$ cat src/hw/rtl/gpd_pkg.sv
// Shared constants and types for the grid local peak detector.
`timescale 1ns / 1ps

package gpd_pkg;

  localparam int MAX_ROWS     = 1024;
  localparam int MAX_COLS     = 1024;
  localparam int SAMPLE_WIDTH = 16;

  localparam int ROW_W      = $clog2(MAX_ROWS);
  localparam int COL_W      = $clog2(MAX_COLS);
  localparam int CFG_W      = 11;
  localparam int CFG_ADDR_W = 3;
  localparam int CFG_DATA_W = 32;
  localparam int ENTRY_W    = 2 * SAMPLE_WIDTH;

  localparam int ROWS_RST_LAST = ((MAX_ROWS < 1024) ? MAX_ROWS : 1024) - 1;
  localparam int COLS_RST_LAST = ((MAX_COLS < 1024) ? MAX_COLS : 1024) - 1;

  localparam int QDEPTH = 4;
  localparam int QPTR_W = $clog2(QDEPTH);
  localparam int QLVL_W = $clog2(QDEPTH + 1);

  localparam logic [0:0] REG_NUM_ROWS = 1'b0;
  localparam logic [0:0] REG_NUM_COLS = 1'b1;

  // result kinds within one bundle, in output order
  localparam int RES_UP     = 0;  // cell above the sample
  localparam int RES_LEFT   = 1;  // last row, cell left of the sample
  localparam int RES_CORNER = 2;  // last cell of the grid

  typedef logic signed [SAMPLE_WIDTH-1:0] sample_t;

  typedef struct packed {
    logic [ROW_W-1:0] rows_last;
    logic [COL_W-1:0] cols_last;
  } cfg_dims_t;

  typedef struct packed {
    logic [ROW_W-1:0] row;
    logic [COL_W-1:0] col;
    logic [2:0]       has;
    logic [2:0]       peak;
  } bundle_t;

endpackage

$ cat src/hw/rtl/gpd_back.sv
// Back end: expands bundles into result words behind an output register.
`timescale 1ns / 1ps

module gpd_back (
  input  logic                          clk,
  input  logic                          rst_n,
  input  logic                          q_valid,
  input  gpd_pkg::bundle_t              q_bundle,
  output logic                          q_pop,
  output logic                          out_valid,
  input  logic                          out_stall,
  output logic [gpd_pkg::ROW_W-1:0]     out_center_row,
  output logic [gpd_pkg::COL_W-1:0]     out_center_col,
  output logic                          out_is_peak,
  output logic                          out_last_of_run
);

  import gpd_pkg::*;

  logic [2:0]       done_r, rem, sel;
  logic             last, load;
  logic             out_valid_r;
  logic [ROW_W-1:0] row_sel, out_row_r;
  logic [COL_W-1:0] col_sel, out_col_r;
  logic             peak_sel, out_peak_r, out_last_r;

  assign rem  = q_bundle.has & ~done_r;
  assign last = ((rem & ~sel) == '0);
  assign load = q_valid & (~out_valid_r | ~out_stall);
  assign q_pop = load & last;

  always_comb begin
    sel      = '0;
    row_sel  = q_bundle.row;
    col_sel  = q_bundle.col;
    peak_sel = q_bundle.peak[RES_CORNER];
    if (rem[RES_UP]) begin
      sel[RES_UP] = 1'b1;
      row_sel     = q_bundle.row - ROW_W'(1);
      peak_sel    = q_bundle.peak[RES_UP];
    end else if (rem[RES_LEFT]) begin
      sel[RES_LEFT] = 1'b1;
      col_sel       = q_bundle.col - COL_W'(1);
      peak_sel      = q_bundle.peak[RES_LEFT];
    end else begin
      sel[RES_CORNER] = 1'b1;
    end
  end

  always_ff @(posedge clk) begin
    if (!rst_n) begin
      done_r      <= '0;
      out_valid_r <= 1'b0;
    end else begin
      if (load) begin
        done_r      <= last ? '0 : (done_r | sel);
        out_valid_r <= 1'b1;
      end else if (!out_stall) begin
        out_valid_r <= 1'b0;
      end
    end
  end

  always_ff @(posedge clk) begin
    if (load) begin
      out_row_r  <= row_sel;
      out_col_r  <= col_sel;
      out_peak_r <= peak_sel;
      out_last_r <= last;
    end
  end

  assign out_valid       = out_valid_r;
  assign out_center_row  = out_row_r;
  assign out_center_col  = out_col_r;
  assign out_is_peak     = out_peak_r;
  assign out_last_of_run = out_last_r;

endmodule

$ cat config.mk
export PLATFORM = sky130hd
export DESIGN_NAME = gpd_back
export DESIGN_NICKNAME = d
export VERILOG_FILES = /design/src/hw/rtl/gpd_pkg.sv /design/src/hw/rtl/gpd_back.sv
export SDC_FILE = /design/constraint.sdc
export NUM_CORES = 1
export LEC_CHECK = 0
export BUFFER_PORTS_ARGS = -buffer_cell sky130_fd_sc_hd__buf_4
export CORE_MARGIN = 5
export CORE_UTILIZATION = 30
export CTS_CLUSTER_SIZE = 10
export DETAILED_ROUTE_END_ITERATION = 12
export HOLD_SLACK_MARGIN = 0.06
export SYNTH_ARGS = -nofsm -noshare
export SYNTH_HDL_FRONTEND = slang
export SYNTH_SLANG_ARGS = --single-unit
$ cat constraint.sdc
create_clock -name clk -period 5.5 [get_ports clk]
set_input_delay 0 -clock clk [delete_from_list [all_inputs] [get_ports clk]]
set_output_delay 0 -clock clk [all_outputs]
set_load 0.01 [all_outputs]
### After elaboration in Yosys (flattened, before gate mapping)

Cells that the tools add are included.

| operators by class | value |
|---|---|
| add/sub/neg operators | 2 |
| multipliers | 0 |
| div/mod/pow operators | 0 |
| order comparisons | 0 |
| eq/ne operators | 1 |
| shifts and indexed selects | 0 |
| multiplexer cells | 12 |
| bitwise logic cells | 10 |
| reductions and logical operators | 1 |

Operator list:

| kind | count |
|---|---|
| 10-bit two-way mux | 3 |
| 10-bit by 1-bit subtractor with 10-bit output (second input constant) | 2 |
| 1-bit two-way mux | 7 |
| 3-bit AND | 2 |
| 3-bit NOT | 2 |
| 3-bit zero test | 1 |
| 3-bit two-way mux | 1 |
| 3-bit bitwise OR | 1 |
| 1-bit AND | 2 |
| 2-bit two-way mux | 1 |
| 2-bit by 1-bit inequality test with 1-bit output (second input constant) | 1 |
| 1-bit NOT | 2 |
| 1-bit bitwise OR | 1 |

| storage, ports and cells | value |
|---|---|
| flip-flop bits (word level) | 26 |
| latch bits | 0 |
| memory bits (writable) | 0 |
| bits in read-only memories | 0 |
| input port bits | 30 |
| output and inout port bits | 24 |
| logic and storage cells | 32 |
| memories kept | 0 |

### Depth between registers and ports, before layout

| logic depth | value |
|---|---|
| depth after elaboration | 8 |
| gate-level depth with buffers | 6 |
| depth with buffers taken out | 6 |

### Worst setup path after synthesis

Ideal clock, no wire load.

| timing | value |
|---|---|
| kind | register to register |
| from | reg out_valid_r, in the netlist out_valid |
| to | reg done_r[2] |
| setup time | 116 ps |
| arrival time | 2013 ps |
| data required time | 5384 ps |
| path slack | 3371 ps |
| stages on the path, launching flop included | 4 |
| path buffers | 0 |
| period minus slack after synthesis | 2129 ps |
| path through | dfxtp_1 a21boi_1 o21ai_0 and3_1 |

| on the way | value |
|---|---|
| cells in the longest elaborated chain, start to end | 3 |

RTL lines:

| what | line | source |
|---|---|---|
| from (decl) | gpd_back.sv:22 | `logic out_valid_r;` |
| from (signal assigned) | gpd_back.sv:53 | `out_valid_r <= 1'b0;` |
| from (signal assigned) | gpd_back.sv:57 | `out_valid_r <= 1'b1;` |
| from (signal assigned) | gpd_back.sv:59 | `out_valid_r <= 1'b0;` |
| 1-bit NOT | gpd_back.sv:29 | `assign load = q_valid & (~out_valid_r \| ~out_stall);` |
| 1-bit bitwise OR | gpd_back.sv:29 |  |
| 1-bit AND | gpd_back.sv:29 |  |
| via load | gpd_back.sv:21 | `logic last, load;` |
| to (signal assigned) | gpd_back.sv:56 | `done_r <= last ? '0 : (done_r \| sel);` |
| to (decl) | gpd_back.sv:20 | `logic [2:0] done_r, rem, sel;` |

The timed path passes the listed nets, and every way through them passes these cells.
A chain may end at the register's enable or synchronous reset.

### Worst setup path after layout

| timing | value |
|---|---|
| from | in q_valid |
| to | reg out_valid_r, in the netlist out_valid |

| on the way | value |
|---|---|
| cells in the longest elaborated chain, start to end | 2 |
| elaborated cells between the ends (all ways) | 3 |
| classes of those cells | eq/ne (1); mux (1); bitwise (1) |

RTL lines:

| what | line | source |
|---|---|---|
| from (decl) | gpd_back.sv:7 | `input logic q_valid,` |
| 1-bit AND * | gpd_back.sv:29 |  |
| 2-bit by 1-bit inequality test with 1-bit output (no line) or 1-bit two-way mux (tied branches) | - |  |

Every way passes the cells marked *; elsewhere a longest branch is shown, timed or not.

==> results.tsv <==
stage	metric	value	unit
placement	hpwl	2450	um
die	initial_core_util	31.24	%
final_layout	antennaDiodeCount	0	
grt	antenna_found_initial	0	
synthesis	synthAdderAreaFrac	1.974	%
die	ios	54	
final_layout	fin_nets	215	
drt	wl_per_cell	13.62	um
synthesis	synth_compound_area_share	4.936	%
final_layout	mostFrequentLayoutCells	54 x buf_4, 22 x edfxtp_1, 21 x dlygate4sd3_1	
sta	finalCritPeriodShare	32.11	%
sta	rsz0062_at_grt	false	
final_layout	layout.cells.non_filler	232	
drt	drtAntennaViolNets	0	
grt	overflow	0	
synthesis	synth_top_family_by_area	simple AND/OR/NAND/NOR gates	
worst_setup_path	endpoint_kind	flip-flop	
grt	grt_pass1_wl	4961	um
drt	drc	0	
synthesis	syn-cell-area	1267	um2
sta	slew_headroom	70.73	%
worst_setup_path	worstPathRequired	5660	ps
final_layout	drive_above_1_share	35.71	%
synthesis	synth_nets	136	
clock_tree	htree_levels	1	
die	core	4058	um2
synthesis	yosysSeqAreaShare	58.44	%
die	fp.dieH	75	um
worst_setup_path	worstSetupPathType	input pin to flip-flop	
synthesis	ys_ff_latch	26	
sta	fin_setup_tns	0	ps
flow_run	cap_violations	0	
sta	fmax	566.2	MHz
sta	period_minus_slack	1766	ps
grt	grt_start_max_net_pins	29	
drt	drt_iter0_drc	75	
placement	io_buffers	53	
worst_setup_path	worstPathMaxFanout	2	
synthesis	synthXorXnorAreaFrac	11.75	%
pwr	pwr_density_cell	240.9	nW/um2
pwr	leakagePower	0.8500	nW
sta	hold_viol_final	0	
synthesis	synthesis.instances	104	
sta	setup_viol_count_final	0	
clock_tree	clk_pin_slew	90	ps
synthesis	yosys_warnings	0	
die	die_x	75	um
worst_setup_path	worst_setup_path_start_kind	input pin	
grt	track_usage	11.63	%
clock_tree	cts_resized	0	
clock_tree	cts_sinks	26	
final_layout	fillers	373	
placement	gp_congestion	0.7659	
clock_tree	numCtsBuffers	3	
clock_tree	root_buffer	clkbuf_8	
drt	routed_wirelength	3159	um
clock_tree	cts_buffer_depth	2	
grt	first_global_vias	1064	
placement	dp_cells	207	
drt	drtPass1Iterations	5	
clock_tree	cts_tree	built	
sta	slew_violations	0	
die	fp-row-count	23	
synthesis	synthMuxAreaShare	0	%
synthesis	ys_types	29	
drt	vias_per_cell	4.526	
synthesis	yosys.area_share.simple	21.13	%
drt	via_count	1050	
clock_tree	clk_latency	270	ps
die	die_area	5625	um2
sta	worst_pin_slew	435.5	ps
status	outcome	completed	
pwr	ir_drop	153.3	uV
worst_hold_path	hold_class	input pin to flip-flop	
synthesis	syn_avg_cell_area	12.19	um2
final_layout	final_common_cell	buf_4	
worst_setup_path	arrival	1930	ps
sta	skew	0.9982	ps
final_layout	area_delta_synth_final	58.84	%
## state kept, by name, summed over array words and instances (netlist names)
name and cells:
done_r 3, out_center_col 10, out_center_row 10, out_is_peak 1, out_last_of_run 1, out_valid 1
## where the power goes
part / total (mW) / internal, mW / switching (mW)
Clock: 0.160 / 0.0974 / 0.0623
Sequential: 0.234 / 0.229 / 0.00435
Combinational: 0.0915 / 0.0504 / 0.0411
Total: 0.485 / 0.377 / 0.108
## stage by stage
step	hold slack, ps	worst slack (ps)	power [mW]	util [%]	area [um2]
2_1_floorplan	128.2	3371	0.2711	-	1267
3_3_place_gp	238.4	3856	0.3163	42.68	1732
3_5_place_dp	244.2	3764	0.3187	42.68	1732
4_1_cts	62.11	3741	0.4880	49.12	1993
5_1_grt	62.89	3644	0.5085	49.61	2013
6_report	62.36	3734	0.4850	49.61	2013
## worst max-delay path, cell delays in order
cell and delay (ps):
dlygate4sd3_1 540, buf_4 140, a21oi_1 100, dlygate4sd3_1 560
nor2b_1 40, dlygate4sd3_1 550
## Yosys cell counts
master / instances / area share (%)
nor4_4: 1 / 1.7
ha_1: 2 / 2.0
edfxtp_1: 22 / 52
nor3b_1: 2 / 1.2
or4_1: 1 / 0.59
buf_4: 1 / 0.59
inv_1: 4 / 1.2
xor2_1: 10 / 6.9
nand3b_1: 1 / 0.59
nand2b_1: 5 / 2.5
or4_4: 2 / 1.8
nor2b_1: 1 / 0.49
a21oi_1: 4 / 1.6
nor2_1: 6 / 1.8
dfxtp_1: 4 / 6.3
a31oi_1: 1 / 0.49
and2_1: 1 / 0.49
nor4_2: 1 / 0.99
a31o_2: 1 / 0.69
o21ai_0: 4 / 1.6
nor4_1: 4 / 2.0
nor3_1: 1 / 0.39
xnor2_1: 7 / 4.8
nand3_1: 2 / 0.79
and2b_1: 2 / 1.2
nand2_1: 10 / 3.0
a21boi_1: 1 / 0.59
nor3_2: 1 / 0.79
and3_1: 2 / 0.99
## repair_timing
item	4_1_cts	5_1_grt
hold endpoints to repair	19	2
buffers inserted	0	0
hold buffers	19	2
## area by class of cell
class                      instances  area, um2  area share [%]
inverter                           4      15.01          0.7458
tap                               50      62.56           3.108
multi-input combinational         73      508.0           25.23
clock buffer                       3      41.29           2.051
sequential                        26      740.7           36.79
timing repair buffer              75      615.6           30.58
clock inverter                     1      30.03           1.492
## cells by family after synthesis
family,Yosys count
compound gates,11
xor+xnor,17
fa+ha+maj,2
buf+inv,5
flops,26
simple gates,43
## worst paths after layout
path | start | endpoint | slack, ps | cells after the start
max | q_valid | out_valid | 3730 | 6
max reg2reg | done_r[0] | out_center_col[3] | 3740 | 4
min | q_bundle[3] | done_r[0] | 60 | 3
min reg2reg | done_r[2] | done_r[2] | 510 | 1
## per-layer routing
layer / wire length, um / GRT usage [%]
met4: 22 / 3.557
met2: 1554 / 20.41
met1: 1282 / 13.88
met5: 0 / 0
met3: 300 / 3.071
Note: power is estimated with default switching activity, not from simulation.
