`config.mk`:
```
export PLATFORM = sky130hd
export DESIGN_NAME = gpd_queue
export DESIGN_NICKNAME = d
export VERILOG_FILES = /design/src/hw/rtl/gpd_pkg.sv /design/src/hw/rtl/gpd_queue.sv
export SDC_FILE = /design/constraint.sdc
export NUM_CORES = 1
export LEC_CHECK = 0
export BUFFER_PORTS_ARGS = -buffer_cell sky130_fd_sc_hd__clkbuf_2
export CORE_ASPECT_RATIO = 1.5
export CORE_MARGIN = 1
export CORE_UTILIZATION = 54
export CTS_BUF_LIST = sky130_fd_sc_hd__clkbuf_8 sky130_fd_sc_hd__clkbuf_16
export CTS_CLUSTER_DIAMETER = 50
export DETAILED_ROUTE_END_ITERATION = 6
export PLACE_DENSITY = 0.79
export SYNTH_ARGS = -nofsm -noshare
export SYNTH_HDL_FRONTEND = slang
export SYNTH_SLANG_ARGS = --single-unit
export TNS_END_PERCENT = 5
```
`constraint.sdc`:
```
create_clock -name clk -period 2.05 [get_ports clk]
set_clock_uncertainty 0.1 [all_clocks]
set_input_delay 0.205 -clock clk [delete_from_list [all_inputs] [get_ports clk]]
set_output_delay 0.205 -clock clk [all_outputs]
set_load 0.005 [all_outputs]
```
`src/hw/rtl/gpd_pkg.sv`:
```
// Shared constants and types for the grid local peak detector.
`timescale 1ns / 1ps

package gpd_pkg;

  localparam int MAX_ROWS     = 1024;
  localparam int MAX_COLS     = 1024;
  localparam int SAMPLE_WIDTH = 16;

  localparam int ROW_W      = $clog2(MAX_ROWS);
  localparam int COL_W      = $clog2(MAX_COLS);
  localparam int CFG_W      = 11;
  localparam int CFG_ADDR_W = 3;
  localparam int CFG_DATA_W = 32;
  localparam int ENTRY_W    = 2 * SAMPLE_WIDTH;

  localparam int ROWS_RST_LAST = ((MAX_ROWS < 1024) ? MAX_ROWS : 1024) - 1;
  localparam int COLS_RST_LAST = ((MAX_COLS < 1024) ? MAX_COLS : 1024) - 1;

  localparam int QDEPTH = 4;
  localparam int QPTR_W = $clog2(QDEPTH);
  localparam int QLVL_W = $clog2(QDEPTH + 1);

  localparam logic [0:0] REG_NUM_ROWS = 1'b0;
  localparam logic [0:0] REG_NUM_COLS = 1'b1;

  // result kinds within one bundle, in output order
  localparam int RES_UP     = 0;  // cell above the sample
  localparam int RES_LEFT   = 1;  // last row, cell left of the sample
  localparam int RES_CORNER = 2;  // last cell of the grid

  typedef logic signed [SAMPLE_WIDTH-1:0] sample_t;

  typedef struct packed {
    logic [ROW_W-1:0] rows_last;
    logic [COL_W-1:0] cols_last;
  } cfg_dims_t;

  typedef struct packed {
    logic [ROW_W-1:0] row;
    logic [COL_W-1:0] col;
    logic [2:0]       has;
    logic [2:0]       peak;
  } bundle_t;

endpackage

```
`src/hw/rtl/gpd_queue.sv`:
```
// Short bundle queue between the front and back ends.
`timescale 1ns / 1ps

module gpd_queue (
  input  logic                       clk,
  input  logic                       rst_n,
  input  logic                       push,
  input  gpd_pkg::bundle_t           din,
  input  logic                       pop,
  output gpd_pkg::bundle_t           dout,
  output logic                       q_valid,
  output logic [gpd_pkg::QLVL_W-1:0] level
);

  import gpd_pkg::*;

  bundle_t           mem_r [QDEPTH];
  logic [QPTR_W-1:0] wp_r, rp_r;
  logic [QLVL_W-1:0] lvl_r;

  assign dout    = mem_r[rp_r];
  assign q_valid = (lvl_r != '0);
  assign level   = lvl_r;

  always_ff @(posedge clk) begin
    if (!rst_n) begin
      wp_r  <= '0;
      rp_r  <= '0;
      lvl_r <= '0;
    end else begin
      if (push) begin
        wp_r <= (wp_r == QPTR_W'(QDEPTH - 1)) ? '0 : wp_r + QPTR_W'(1);
      end
      if (pop) begin
        rp_r <= (rp_r == QPTR_W'(QDEPTH - 1)) ? '0 : rp_r + QPTR_W'(1);
      end
      if (push && !pop) begin
        lvl_r <= lvl_r + QLVL_W'(1);
      end else if (pop && !push) begin
        lvl_r <= lvl_r - QLVL_W'(1);
      end
    end
  end

  always_ff @(posedge clk) begin
    if (push) begin
      mem_r[wp_r] <= din;
    end
  end

endmodule

```
---- Yosys cells after proc, flatten, opt, wreduce, memory -nomap -nowiden ----
Memory sizes are Yosys's and may differ from the RTL's. A register that Yosys moved wholly into a read port is not among the register bits.
Cells that the tools add are included.
word-level totals
  register bits after elaboration ......... 7
  memory bits (writable) .................. 104
  word-level logic and storage cells ...... 24
  memories kept ........................... 1
memory list
  memory  depth  bits a word  rd ports  clocked after Yosys merged registers in  wr ports  RTL line         RTL
  mem_r   4      26           1         1                                        1         gpd_queue.sv:17  bundle_t mem_r [QDEPTH];
operators by class
  add/subtract/negate cells ............... 4
  eq/ne operators ......................... 2
  muxes and demuxes ....................... 8
  reductions and logical operators ........ 6
operators by type and width
  cell                                              count
  2-to-1 mux 2 bit                                  4
  2-to-1 mux 3 bit                                  2
  adder 2 x 1 -> 2 bit, second input constant       2
  equality test 2 bit, second input constant        2
  adder 3 x 1 -> 3 bit, second input constant       1
  nonzero test 3 bit                                1
  subtractor 3 x 1 -> 3 bit, second input constant  1
  logical AND 1 bit                                 2
  zero test 1 bit                                   2
  2-to-1 mux 1 bit                                  2
  nonzero test 2 bit                                1

---- Longest topological paths before layout ----
Gate-level depths: netlist of run 1.
  word-level depth ........................ 4
  depth in mapped cells ................... 7
  depth with buffers taken out ............ 7

---- Least setup slack after synthesis of run 1 ----
No wires, ideal clock.
  path kind ............................... register -> register
  start point ............................. register wp_r[0]
  end point ............................... memory mem_r[3][0] (netlist bit), enable pin
  setup time .............................. 0.385 ns
  data arrival time ....................... 1.207 ns
  required time ........................... 1.565 ns
  slack ................................... 0.358 ns
  stages on the path, launching flop included .. 3
  clock period less this slack ............ 1.692 ns
  cells stage by stage .................... dfxtp_1 -> ha_1 -> and2_1
RTL lines
  item                    RTL line         RTL
  from (decl)             gpd_queue.sv:18  logic [QPTR_W-1:0] wp_r, rp_r;
  from (signal assigned)  gpd_queue.sv:32  wp_r <= (wp_r == QPTR_W'(QDEPTH - 1)) ? '0 : wp_r + QPTR_W'(1);
  to (decl)               gpd_queue.sv:17
Straight into the memory's write port.

==> results of run 1 <==
==> kinds of logic (layout without fill, tap and decap cells) <==
| group | count (synthesis) | after routing | share of synthesized area |
|---|---|---|---|
| xor gates and xnor gates | 2 | 2 | 0.00412 |
| adders and majority gates | 7 | 7 | 0.0224 |
| muxes | 30 | 30 | 0.153 |
| buffers and inverters | 10 | 129 | 0.0191 |
| AOI/OAI and AO/OA | 3 | 3 | 0.00471 |
| and+or+nand+nor | 14 | 14 | 0.0197 |
| DFF | 113 | 113 | 0.777 |
==> layout make-up <==
type | count | area (um^2) | area share
clock inverter | 15 | 85.1 | 0.0156
timing repair buffer | 93 | 648 | 0.119
sequential | 113 | 3300 | 0.604
multi-input combinational | 56 | 861 | 0.157
tap | 102 | 128 | 0.0233
clock buffer | 17 | 425 | 0.0778
inverter | 4 | 15.0 | 0.00275
==> report_power, final <==
part / total, mW / leakage [nW] / switching, mW / internal (mW)
combinational: 0.477 / 0.700 / 0.219 / 0.259
clock: 2.49 / 0.262 / 0.898 / 1.60
sequential: 2.68 / 1.03 / 0.0393 / 2.64
total: 5.65 / 1.99 / 1.16 / 4.50
==> layout by cell type, fill, tap and decap left out, types with 4 or more instances in the layout <==
cell type                         n
sky130_fd_sc_hd__clkinv_1         9
sky130_fd_sc_hd__ha_1             6
sky130_fd_sc_hd__clkbuf_16       18
sky130_fd_sc_hd__inv_1            7
sky130_fd_sc_hd__and2_1           5
sky130_fd_sc_hd__buf_4            5
sky130_fd_sc_hd__dlygate4sd3_1   27
sky130_fd_sc_hd__dfxtp_1          8
sky130_fd_sc_hd__mux4_1           5
sky130_fd_sc_hd__nor2b_1          5
sky130_fd_sc_hd__mux2i_1          4
sky130_fd_sc_hd__clkbuf_2        59
sky130_fd_sc_hd__edfxtp_1       104
sky130_fd_sc_hd__mux4_2          21
==> sequential cells by signal, summed over array words and instances (netlist names), named ones only <==
name and cells:
level 3, mem_r 104, rp_r 2, wp_r 2
==> final timing paths <==
| kind | from | to | slack, ps | depth (start not counted) |
|---|---|---|---|---|
| min reg2reg | level[2] | level[2] | 440 | 2 |
| max reg2reg | level[0] | level[2] | 440 | 4 |
| min | push | wp_r[1] | 70 | 3 |
| max | register | dout[22] | 70 | 3 |
==> worst reg2reg max path: stages (launching register included) <==
cell and delay (ps):
sky130_fd_sc_hd__dfxtp_1 350, sky130_fd_sc_hd__fa_1 450, sky130_fd_sc_hd__xor2_1 160, sky130_fd_sc_hd__or3_1 320, sky130_fd_sc_hd__a21boi_0 160
==> metal layers <==
layer  global-route usage  wire (um)  vias to the layer above  part of all wire
li1                     -          -                      959                 -
met1                0.228       2810                     1069              0.40
met2                0.309       3730                       63              0.53
met3               0.0766        342                       16             0.049
met4               0.0994        165                        0             0.023
met5                    0          0                        -                 0
==> repair_timing <==
item,4_1_cts,5_1_grt
hold buffers,27,0
gates resized for setup,1,0
endpoints found under the setup margin,1,4
endpoints found under the hold margin,105,0
cloned,0,1
==> impl_metrics.xml, run 1 <==
<?xml version="1.0" encoding="UTF-8"?>
<metrics>
  <group name="run_status">
    <metric name="run_status" unit="">completed</metric>
  </group>
  <group name="placed_design">
    <metric name="placement.io_buffers" unit="">59</metric>
    <metric name="placedCellCount" unit="">340</metric>
    <metric name="final_replace_weighted_congestion" unit="">0.684</metric>
    <metric name="dp_slack" unit="ps">243</metric>
    <metric name="dpl-instance-area" unit="um^2">4660</metric>
    <metric name="dp.final_hpwl" unit="mm">3.99</metric>
  </group>
  <group name="grt">
    <metric name="antenna_found_initial" unit="">0</metric>
    <metric name="grt_max_degree" unit="">27</metric>
    <metric name="grt_use_total" unit="">0.196</metric>
    <metric name="first_global_vias" unit="">2188</metric>
    <metric name="grt-ovfl-total" unit="">0</metric>
    <metric name="grt_first_pass_wirelength" unit="mm">11.0</metric>
  </group>
  <group name="sta">
    <metric name="final.period_utilization" unit="">0.966</metric>
    <metric name="maxSlewViolCount" unit="">0</metric>
    <metric name="setup-violations-final" unit="">0</metric>
    <metric name="fmaxAchievable" unit="GHz">0.505</metric>
    <metric name="rsz_0062_raised_after_global_routing" unit="">false</metric>
    <metric name="max_slew.worst_pin.slew" unit="ps">396</metric>
    <metric name="holdWs" unit="ps">70.3</metric>
    <metric name="max_slew_margin" unit="">0.736</metric>
    <metric name="finalSetupTns" unit="ps">0</metric>
    <metric name="post_layout_worst_setup_margin" unit="ps">69.6</metric>
    <metric name="finalWorstPathRequiredPeriod" unit="ps">1980</metric>
    <metric name="hold_violations" unit="">0</metric>
  </group>
  <group name="yosys">
    <metric name="synthCells" unit="">179</metric>
    <metric name="most_numerous_cell_in_the_yosys_netlist" unit="">sky130_fd_sc_hd__edfxtp_1</metric>
    <metric name="synth.top_cells.by_area" unit="">sky130_fd_sc_hd__edfxtp_1 73%, sky130_fd_sc_hd__mux4_2 11%, sky130_fd_sc_hd__dfxtp_1 4.2%, sky130_fd_sc_hd__mux4_1 3.7%, sky130_fd_sc_hd__ha_1 1.8%</metric>
    <metric name="yosys-top-cells-count" unit="">104 x sky130_fd_sc_hd__edfxtp_1, 20 x sky130_fd_sc_hd__mux4_2, 9 x sky130_fd_sc_hd__dfxtp_1</metric>
    <metric name="synth.yosys.seq_area_share" unit="">0.777</metric>
    <metric name="synth-edff-count" unit="">104</metric>
    <metric name="ys_dominant_reg_cell" unit="">sky130_fd_sc_hd__edfxtp_1</metric>
    <metric name="top_area_cell_type_share_of_the_netlist_area" unit="">0.735</metric>
    <metric name="synthesis.area_per_instance" unit="um^2">23.7</metric>
    <metric name="asyncSetResetFlopFracSynth" unit="">0</metric>
    <metric name="syn-num-nets" unit="">216</metric>
    <metric name="synth.yosys.warnings" unit="">0</metric>
    <metric name="synth_cell_types" unit="">22</metric>
    <metric name="post_synthesis_register_bit_count" unit="">113</metric>
    <metric name="yosysTopAreaCell" unit="">sky130_fd_sc_hd__edfxtp_1</metric>
    <metric name="syn_area" unit="um^2">4250</metric>
  </group>
  <group name="cells_and_area">
    <metric name="syn_to_final_growth" unit="%">28.7</metric>
    <metric name="post_route_cells_drive_above_1_share" unit="">0.362</metric>
    <metric name="stdcell_area" unit="um^2">5470</metric>
    <metric name="final_util" unit="">0.718</metric>
    <metric name="antenna-diode-count" unit="">0</metric>
    <metric name="count_of_fill_cells_added_during_filler_insertion" unit="">483</metric>
    <metric name="layout.cells.non_filler" unit="">400</metric>
    <metric name="fin_nets" unit="">322</metric>
  </group>
  <group name="worst_hold_path">
    <metric name="hp-class" unit="">primary input to register</metric>
  </group>
  <group name="floorplanning">
    <metric name="start_util" unit="">0.558</metric>
    <metric name="design.portCount" unit="">60</metric>
    <metric name="die_y" unit="um">111</metric>
    <metric name="die_area" unit="um^2">8230</metric>
    <metric name="coreArea" unit="um^2">7610</metric>
    <metric name="num_rows" unit="">39</metric>
    <metric name="dieWidth" unit="um">74.4</metric>
  </group>
  <group name="cts">
    <metric name="cts_tree" unit="">built</metric>
    <metric name="htree_num_levels" unit="">4</metric>
    <metric name="setup_bufs_post_cts" unit="">0</metric>
    <metric name="cts.sink_count" unit="">113</metric>
    <metric name="cts-root-to-sink-buffers" unit="">2</metric>
    <metric name="cts-buffers-inserted" unit="">17</metric>
    <metric name="cts.root.buffer_cell" unit="">sky130_fd_sc_hd__clkbuf_16</metric>
    <metric name="cts.clk_slew.worst_paths" unit="ps">50</metric>
    <metric name="clk_latency" unit="ps">400</metric>
  </group>
  <group name="route">
    <metric name="detail_route.first_pass.iterations" unit="">4</metric>
    <metric name="wl" unit="mm">7.04</metric>
    <metric name="post_drt_wl_per_cell" unit="um">17.6</metric>
    <metric name="drt_iter0_markers" unit="">139</metric>
    <metric name="drc_errors" unit="">0</metric>
    <metric name="route.vias.total" unit="">2107</metric>
    <metric name="antenna_left" unit="">0</metric>
    <metric name="post_drt_via_cell_ratio" unit="">5.27</metric>
  </group>
  <group name="critical_path">
    <metric name="critical_path.startpoint_type" unit="">register</metric>
    <metric name="timing.critical_path.slowest_stage_cell" unit="">sky130_fd_sc_hd__mux4_1</metric>
    <metric name="worstPathRequired" unit="ps">1750</metric>
    <metric name="critPathMaxFanout" unit="">13</metric>
    <metric name="worstSetupPathType" unit="">register to output port</metric>
    <metric name="worst-path-buf-inv" unit="">2</metric>
    <metric name="crit_chain" unit="">buf_12 &gt; mux4_1 &gt; clkbuf_2</metric>
    <metric name="critical_path.top_delay_family" unit="">multiplexers</metric>
    <metric name="cpPeakStageDelay" unit="ps">580</metric>
    <metric name="setup.worst_path.end_class" unit="">output port</metric>
    <metric name="endpoint_arrival_time_on_the_critical_path" unit="ps">1680</metric>
  </group>
  <group name="power_and_ir_drop">
    <metric name="power_leakage" unit="nW">1.99</metric>
    <metric name="cellPowerDensity" unit="nW/um^2">1030</metric>
    <metric name="pwr_total" unit="mW">5.65</metric>
    <metric name="ir_worst_vdd" unit="V">0.00107</metric>
  </group>
  <group name="flow_run">
    <metric name="maxCapViolCount" unit="">0</metric>
  </group>
</metrics>
Note: power is estimated with default switching activity, not from simulation.
==> inputs of run 2 (changes only) <==
- CORE_UTILIZATION: 54 -> 25
- PLACE_DENSITY: 0.79 -> 0.44
==> impl_metrics.xml, run 2 (synthesis results as in run 1) <==
<?xml version="1.0" encoding="UTF-8"?>
<metrics>
  <group name="power_and_ir_drop">
    <metric name="power_frac_comb" unit="">0.086</metric>
    <metric name="netSwitchingFraction" unit="">0.227</metric>
    <metric name="ir_worst_vdd" unit="V">0.000392</metric>
    <metric name="p_seq_frac" unit="">0.465</metric>
    <metric name="p_int" unit="mW">4.45</metric>
    <metric name="netSwitchingPower" unit="mW">1.31</metric>
    <metric name="power.share.clock" unit="">0.449</metric>
    <metric name="cellPowerDensity" unit="nW/um^2">1020</metric>
    <metric name="power_leakage" unit="nW">2.01</metric>
  </group>
  <group name="route">
    <metric name="drc_errors" unit="">0</metric>
    <metric name="drt_iter0_markers" unit="">68</metric>
    <metric name="route.vias.total" unit="">2103</metric>
    <metric name="post_drt_via_cell_ratio" unit="">4.11</metric>
    <metric name="post_drt_wl_per_cell" unit="um">15.9</metric>
    <metric name="wl_met1" unit="mm">3.29</metric>
    <metric name="detail_route.first_pass.iterations" unit="">4</metric>
    <metric name="met3_length" unit="um">267</metric>
    <metric name="maxUsedRoutingLayer" unit="">met4</metric>
    <metric name="wl" unit="mm">8.14</metric>
    <metric name="wl_met2" unit="mm">4.47</metric>
    <metric name="antenna_left" unit="">0</metric>
  </group>
  <group name="placed_design">
    <metric name="dpl-instance-area" unit="um^2">4830</metric>
    <metric name="dp.final_hpwl" unit="mm">5.00</metric>
    <metric name="final_replace_weighted_congestion" unit="">0.634</metric>
    <metric name="placement.io_buffers" unit="">59</metric>
    <metric name="dp_slack" unit="ps">202</metric>
  </group>
  <group name="cts">
    <metric name="cts.sink_count" unit="">113</metric>
    <metric name="clk_latency" unit="ps">400</metric>
    <metric name="cts_tree" unit="">built</metric>
    <metric name="cts-buffers-inserted" unit="">17</metric>
    <metric name="cts-root-to-sink-buffers" unit="">2</metric>
    <metric name="cts.clk_slew.worst_paths" unit="ps">60</metric>
    <metric name="htree_num_levels" unit="">4</metric>
    <metric name="cts.root.buffer_cell" unit="">sky130_fd_sc_hd__clkbuf_16</metric>
  </group>
  <group name="cells_and_area">
    <metric name="max_flop_register" unit="">mem_r</metric>
    <metric name="count_of_fill_cells_added_during_filler_insertion" unit="">1622</metric>
    <metric name="fin_nets" unit="">326</metric>
    <metric name="final_util" unit="">0.340</metric>
    <metric name="mostFrequentLayoutCell" unit="">sky130_fd_sc_hd__edfxtp_1</metric>
    <metric name="antenna-diode-count" unit="">0</metric>
    <metric name="syn_to_final_growth" unit="%">33.5</metric>
    <metric name="leading_cell_types_in_the_layout_fill_and_taps_excluded" unit="">104 x sky130_fd_sc_hd__edfxtp_1, 59 x sky130_fd_sc_hd__clkbuf_2, 27 x sky130_fd_sc_hd__dlygate4sd3_1, 21 x sky130_fd_sc_hd__mux4_2, 17 x sky130_fd_sc_hd__clkbuf_16</metric>
    <metric name="stdcell_area" unit="um^2">5670</metric>
    <metric name="largest_register_ffs" unit="">104</metric>
    <metric name="post_route_cells_drive_above_1_share" unit="">0.421</metric>
  </group>
  <group name="sta">
    <metric name="post_layout_worst_setup_margin" unit="ps">57.3</metric>
    <metric name="finalWorstPathRequiredPeriod" unit="ps">1990</metric>
    <metric name="final.period_utilization" unit="">0.972</metric>
    <metric name="hold_violations" unit="">0</metric>
    <metric name="max_slew_margin" unit="">0.485</metric>
    <metric name="fmaxAchievable" unit="GHz">0.502</metric>
    <metric name="maxSlewViolCount" unit="">0</metric>
    <metric name="max_slew.worst_pin.slew" unit="ps">773</metric>
    <metric name="setup-violations-final" unit="">0</metric>
  </group>
  <group name="grt">
    <metric name="first_global_vias" unit="">2324</metric>
    <metric name="grt-ovfl-total" unit="">0</metric>
    <metric name="antenna_found_initial" unit="">0</metric>
    <metric name="grt_max_degree" unit="">27</metric>
    <metric name="grt_use_total" unit="">0.102</metric>
    <metric name="grt_first_pass_wirelength" unit="mm">12.5</metric>
  </group>
  <group name="critical_path">
    <metric name="critical_path.top_delay_family" unit="">multiplexers</metric>
    <metric name="endpoint_arrival_time_on_the_critical_path" unit="ps">1690</metric>
    <metric name="reg2regPathDepth" unit="">3</metric>
    <metric name="cpPeakStageDelay" unit="ps">590</metric>
    <metric name="critical_path.startpoint_type" unit="">register</metric>
    <metric name="worst-path-buf-inv" unit="">2</metric>
    <metric name="reg2reg_slack" unit="ps">340</metric>
    <metric name="critPathMaxFanout" unit="">7</metric>
    <metric name="timing.rr.end" unit="">mem_r[0][12]</metric>
    <metric name="crit_chain" unit="">buf_4 &gt; mux4_1 &gt; clkbuf_2</metric>
    <metric name="worstSetupPathType" unit="">register to output port</metric>
    <metric name="r2r-start" unit="">wp_r[0]</metric>
    <metric name="worstPathRequired" unit="ps">1750</metric>
    <metric name="worst-path-stages" unit="">3</metric>
    <metric name="setup.worst_path.end_class" unit="">output port</metric>
    <metric name="critPathCapture" unit="">dout[22]</metric>
    <metric name="timing.critical_path.slowest_stage_cell" unit="">sky130_fd_sc_hd__mux4_1</metric>
  </group>
  <group name="floorplanning">
    <metric name="coreArea" unit="um^2">16700</metric>
    <metric name="die_y" unit="um">162</metric>
    <metric name="dieWidth" unit="um">108</metric>
    <metric name="start_util" unit="">0.255</metric>
    <metric name="num_rows" unit="">58</metric>
    <metric name="design.portCount" unit="">60</metric>
    <metric name="die_area" unit="um^2">17500</metric>
  </group>
  <group name="flow_run">
    <metric name="maxCapViolCount" unit="">0</metric>
  </group>
  <group name="worst_hold_path">
    <metric name="hold_path_depth" unit="">3</metric>
    <metric name="hp-class" unit="">primary input to register</metric>
  </group>
  <group name="run_status">
    <metric name="run_status" unit="">completed</metric>
  </group>
</metrics>
==> run 2: cell types whose count changed in the layout (fill, tap and decap cells not counted), sizes merged <==
cell      before  now
clkbuf        77   76
clkinvlp       0    4
buf            6   11
bufinv         1    0
clkinv        11    6
inv            7    9
==> run 2: stage by stage <==
| stage | hold WS (ps) | cells | setup TNS, ps | total power, mW |
|---|---|---|---|---|
| CTS | 71.7 | 511 | 0 | 5.86 |
| global placement | 324 | 450 | 0 | 3.18 |
| detailed placement | 326 | 450 | 0 | 3.19 |
| floorplan | 204 | 179 | 0 | 2.97 |
| global route | 89.2 | 512 | -0.193 | 6.00 |
| finish | 84.3 | 512 | 0 | 5.76 |
==> run 2: area by class of cell <==
type,instances,area (um^2),share of cell area
sequential,113,3310,0.583
timing repair buffer,97,686,0.121
clock buffer,17,425,0.0750
tap,210,263,0.0463
clock inverter,15,109,0.0192
multi-input combinational,56,866,0.153
inverter,4,15.0,0.00265
==> run 2: worst min path at each step <==
stage,slack (ps),from,to
2_1_floorplan,200,din[0],mem_r[0][0]
3_3_place_gp,320,din[11],mem_r[1][11]
3_5_place_dp,330,din[21],mem_r[3][21]
4_1_cts,70,pop,register
5_1_grt,90,pop,register
6_report,80,push,wp_r[1]
==> run 2: power groups by stage <==
stage | clock, mW | sequential (mW) | combinational (mW)
floorplan | 0 | 2.71 | 0.255
global placement | 0 | 2.72 | 0.457
detailed placement | 0 | 2.73 | 0.463
CTS | 2.67 | 2.68 | 0.512
global route | 2.76 | 2.69 | 0.550
finish | 2.59 | 2.68 | 0.494
==> run 2: tightest hold or removal path: cells and delay by family <==
kind | cells | cell delay (ps)
buf+inv | 1 | 160
mux | 1 | 90
simple gates | 1 | 90
==> run 2: timing repair <==
action,CTS,global route
hold buffers,27,0
resized for setup,3,2
setup endpoints to repair,20,3
hold endpoints to repair,106,0
setup buffers,2,1
==> run 2: per-layer routing <==
metal,track usage,vias to the layer above
met5,0,-
met4,0.0479,0
met3,0.0329,8
met2,0.178,46
met1,0.110,1083
li1,-,966
==> inputs of run 3 (changes only) <==
- CTS_CLUSTER_DIAMETER: 50 -> not set
- HOLD_SLACK_MARGIN: not set -> 0.08
- PLACE_DENSITY: 0.44 -> not set
- PLACE_DENSITY_LB_ADDON: not set -> 0.3
==> impl_metrics.xml, run 3 (synthesis results as in run 1) <==
<?xml version="1.0" encoding="UTF-8"?>
<metrics>
  <group name="run_status">
    <metric name="run_status" unit="">completed</metric>
  </group>
  <group name="floorplanning">
    <metric name="start_util" unit="">0.255</metric>
    <metric name="num_rows" unit="">58</metric>
    <metric name="design.portCount" unit="">60</metric>
    <metric name="coreArea" unit="um^2">16700</metric>
    <metric name="die_area" unit="um^2">17500</metric>
    <metric name="dieWidth" unit="um">108</metric>
    <metric name="die_y" unit="um">162</metric>
  </group>
  <group name="cells_and_area">
    <metric name="fin_nets" unit="">324</metric>
    <metric name="leading_cell_types_in_the_layout_fill_and_taps_excluded" unit="">104 x sky130_fd_sc_hd__edfxtp_1, 59 x sky130_fd_sc_hd__clkbuf_2, 29 x sky130_fd_sc_hd__dlygate4sd3_1, 20 x sky130_fd_sc_hd__mux4_2, 18 x sky130_fd_sc_hd__clkbuf_16</metric>
    <metric name="mostFrequentLayoutCell" unit="">sky130_fd_sc_hd__edfxtp_1</metric>
    <metric name="largest_register_ffs" unit="">104</metric>
    <metric name="stdcell_area" unit="um^2">5770</metric>
    <metric name="post_route_cells_drive_above_1_share" unit="">0.413</metric>
    <metric name="syn_to_final_growth" unit="%">35.9</metric>
    <metric name="max_flop_register" unit="">mem_r</metric>
    <metric name="layout.cells.non_filler" unit="">510</metric>
    <metric name="antenna-diode-count" unit="">0</metric>
  </group>
  <group name="sta">
    <metric name="setup-violations-final" unit="">0</metric>
    <metric name="maxSlewViolCount" unit="">0</metric>
    <metric name="finalWorstPathRequiredPeriod" unit="ps">2000</metric>
    <metric name="fmaxAchievable" unit="GHz">0.501</metric>
    <metric name="max_slew.worst_pin.slew" unit="ps">774</metric>
    <metric name="holdWs" unit="ps">454</metric>
    <metric name="hold_violations" unit="">0</metric>
    <metric name="rsz_0062_raised_after_global_routing" unit="">true</metric>
    <metric name="final.period_utilization" unit="">0.974</metric>
    <metric name="post_layout_worst_setup_margin" unit="ps">53.9</metric>
    <metric name="max_slew_margin" unit="">0.484</metric>
  </group>
  <group name="route">
    <metric name="post_drt_via_cell_ratio" unit="">4.09</metric>
    <metric name="wl" unit="mm">8.13</metric>
    <metric name="route.vias.total" unit="">2087</metric>
    <metric name="post_drt_wl_per_cell" unit="um">15.9</metric>
    <metric name="antenna_left" unit="">0</metric>
    <metric name="drc_errors" unit="">0</metric>
    <metric name="detail_route.first_pass.iterations" unit="">4</metric>
    <metric name="drt_iter0_markers" unit="">94</metric>
  </group>
  <group name="grt">
    <metric name="grt_use_total" unit="">0.102</metric>
    <metric name="antenna_found_initial" unit="">0</metric>
    <metric name="grt_max_degree" unit="">27</metric>
    <metric name="first_global_vias" unit="">2260</metric>
    <metric name="grt-ovfl-total" unit="">0</metric>
    <metric name="grt_first_pass_wirelength" unit="mm">12.4</metric>
  </group>
  <group name="worst_hold_path">
    <metric name="hold_path_depth" unit="">2</metric>
    <metric name="whs_endpoint" unit="">mem_r[0][10]</metric>
    <metric name="hp-class" unit="">primary input to register</metric>
    <metric name="min_from" unit="">din[10]</metric>
  </group>
  <group name="placed_design">
    <metric name="dp.final_hpwl" unit="mm">4.87</metric>
    <metric name="placedCellCount" unit="">448</metric>
    <metric name="dp_slack" unit="ps">181</metric>
    <metric name="dpl-instance-area" unit="um^2">4830</metric>
    <metric name="placement.io_buffers" unit="">59</metric>
    <metric name="final_replace_weighted_congestion" unit="">0.628</metric>
  </group>
  <group name="cts">
    <metric name="cts.clk_slew.worst_paths" unit="ps">60</metric>
    <metric name="htree_num_levels" unit="">4</metric>
    <metric name="setup_bufs_post_cts" unit="">0</metric>
    <metric name="cts.root.buffer_cell" unit="">sky130_fd_sc_hd__clkbuf_16</metric>
    <metric name="cts.sink_count" unit="">113</metric>
    <metric name="clk_latency" unit="ps">400</metric>
    <metric name="cts-buffers-inserted" unit="">17</metric>
    <metric name="cts_tree" unit="">built</metric>
    <metric name="cts-root-to-sink-buffers" unit="">2</metric>
  </group>
  <group name="critical_path">
    <metric name="setup.worst_path.end_class" unit="">output port</metric>
    <metric name="reg2reg_slack" unit="ps">340</metric>
    <metric name="timing.rr.end" unit="">mem_r[2][8]</metric>
    <metric name="endpoint_arrival_time_on_the_critical_path" unit="ps">1690</metric>
    <metric name="critical_path.startpoint_type" unit="">register</metric>
    <metric name="critPathMaxFanout" unit="">7</metric>
    <metric name="worstSetupPathType" unit="">register to output port</metric>
    <metric name="worstPathRequired" unit="ps">1750</metric>
    <metric name="r2r-start" unit="">wp_r[0]</metric>
    <metric name="reg2regPathDepth" unit="">3</metric>
  </group>
  <group name="power_and_ir_drop">
    <metric name="ir_worst_vdd" unit="V">0.000590</metric>
    <metric name="pwr_total" unit="mW">6.21</metric>
    <metric name="cellPowerDensity" unit="nW/um^2">1080</metric>
    <metric name="power_leakage" unit="nW">2.05</metric>
  </group>
  <group name="flow_run">
    <metric name="maxCapViolCount" unit="">0</metric>
  </group>
</metrics>
## run 3: cell types whose count changed in the layout (fill, tap and decap cells not counted), sizes merged
cell	before	now
buf	11	6
bufinv	0	3
clkinv	6	4
inv	9	11
clkinvlp	4	1
dlygate4sd3	27	29
clkbuf	76	77
## run 3: worst max-delay path, stage by stage (launching register included)
cell,delay [ps]
sky130_fd_sc_hd__dfxtp_4,400
sky130_fd_sc_hd__buf_6,170
sky130_fd_sc_hd__mux4_1,580
sky130_fd_sc_hd__clkbuf_2,140
## run 3: power by group
| group | internal [mW] | total (mW) | switching (mW) |
|---|---|---|---|
| clock | 1.95 | 3.04 | 1.10 |
| combinational | 0.267 | 0.493 | 0.226 |
| sequential | 2.64 | 2.68 | 0.0395 |
## run 3: cell type report
class                           count  area (um^2)
Clock buffer                       17          425
Clock inverter                     15          196
Fill cell                        1627        10900
Inverter                            4         15.0
Multi-Input combinational cell     56          870
Sequential cell                   113         3310
Tap cell                          210          263
Timing Repair Buffer               95          697
## run 3: worst max-delay path by stage
stage | start | end | slack [ps] | depth (start not counted)
finish | register | dout[13] | 50 | 3
global placement | pop | level[2] | 290 | 8
global route | register | dout[13] | -20 | 3
detailed placement | pop | level[2] | 180 | 8
CTS | register | dout[9] | 30 | 3
floorplan | wp_r[0] | mem_r[3][0] | 360 | 2
## run 3: stage by stage
| stage | setup TNS (ps) | util |
|---|---|---|
| 4_1_cts | 0 | 0.344 |
| 3_5_place_dp | 0 | 0.289 |
| 5_1_grt | -39.5 | 0.346 |
| 3_3_place_gp | 0 | 0.289 |
| 2_1_floorplan | 0 | - |
| 6_report | 0 | 0.346 |
## run 3: repair_timing
item,4_1_cts,5_1_grt
gates resized for setup,0,2
hold endpoints to repair,113,0
setup endpoints to repair,0,3
hold buffers,29,0
## run 3: routing by layer
layer	global-route usage	vias to the layer above	routed length, um
li1	-	970	-
met1	0.110	1062	3220
met2	0.175	49	4470
met3	0.0361	6	362
met5	0	-	0
met4	0.0516	0	76
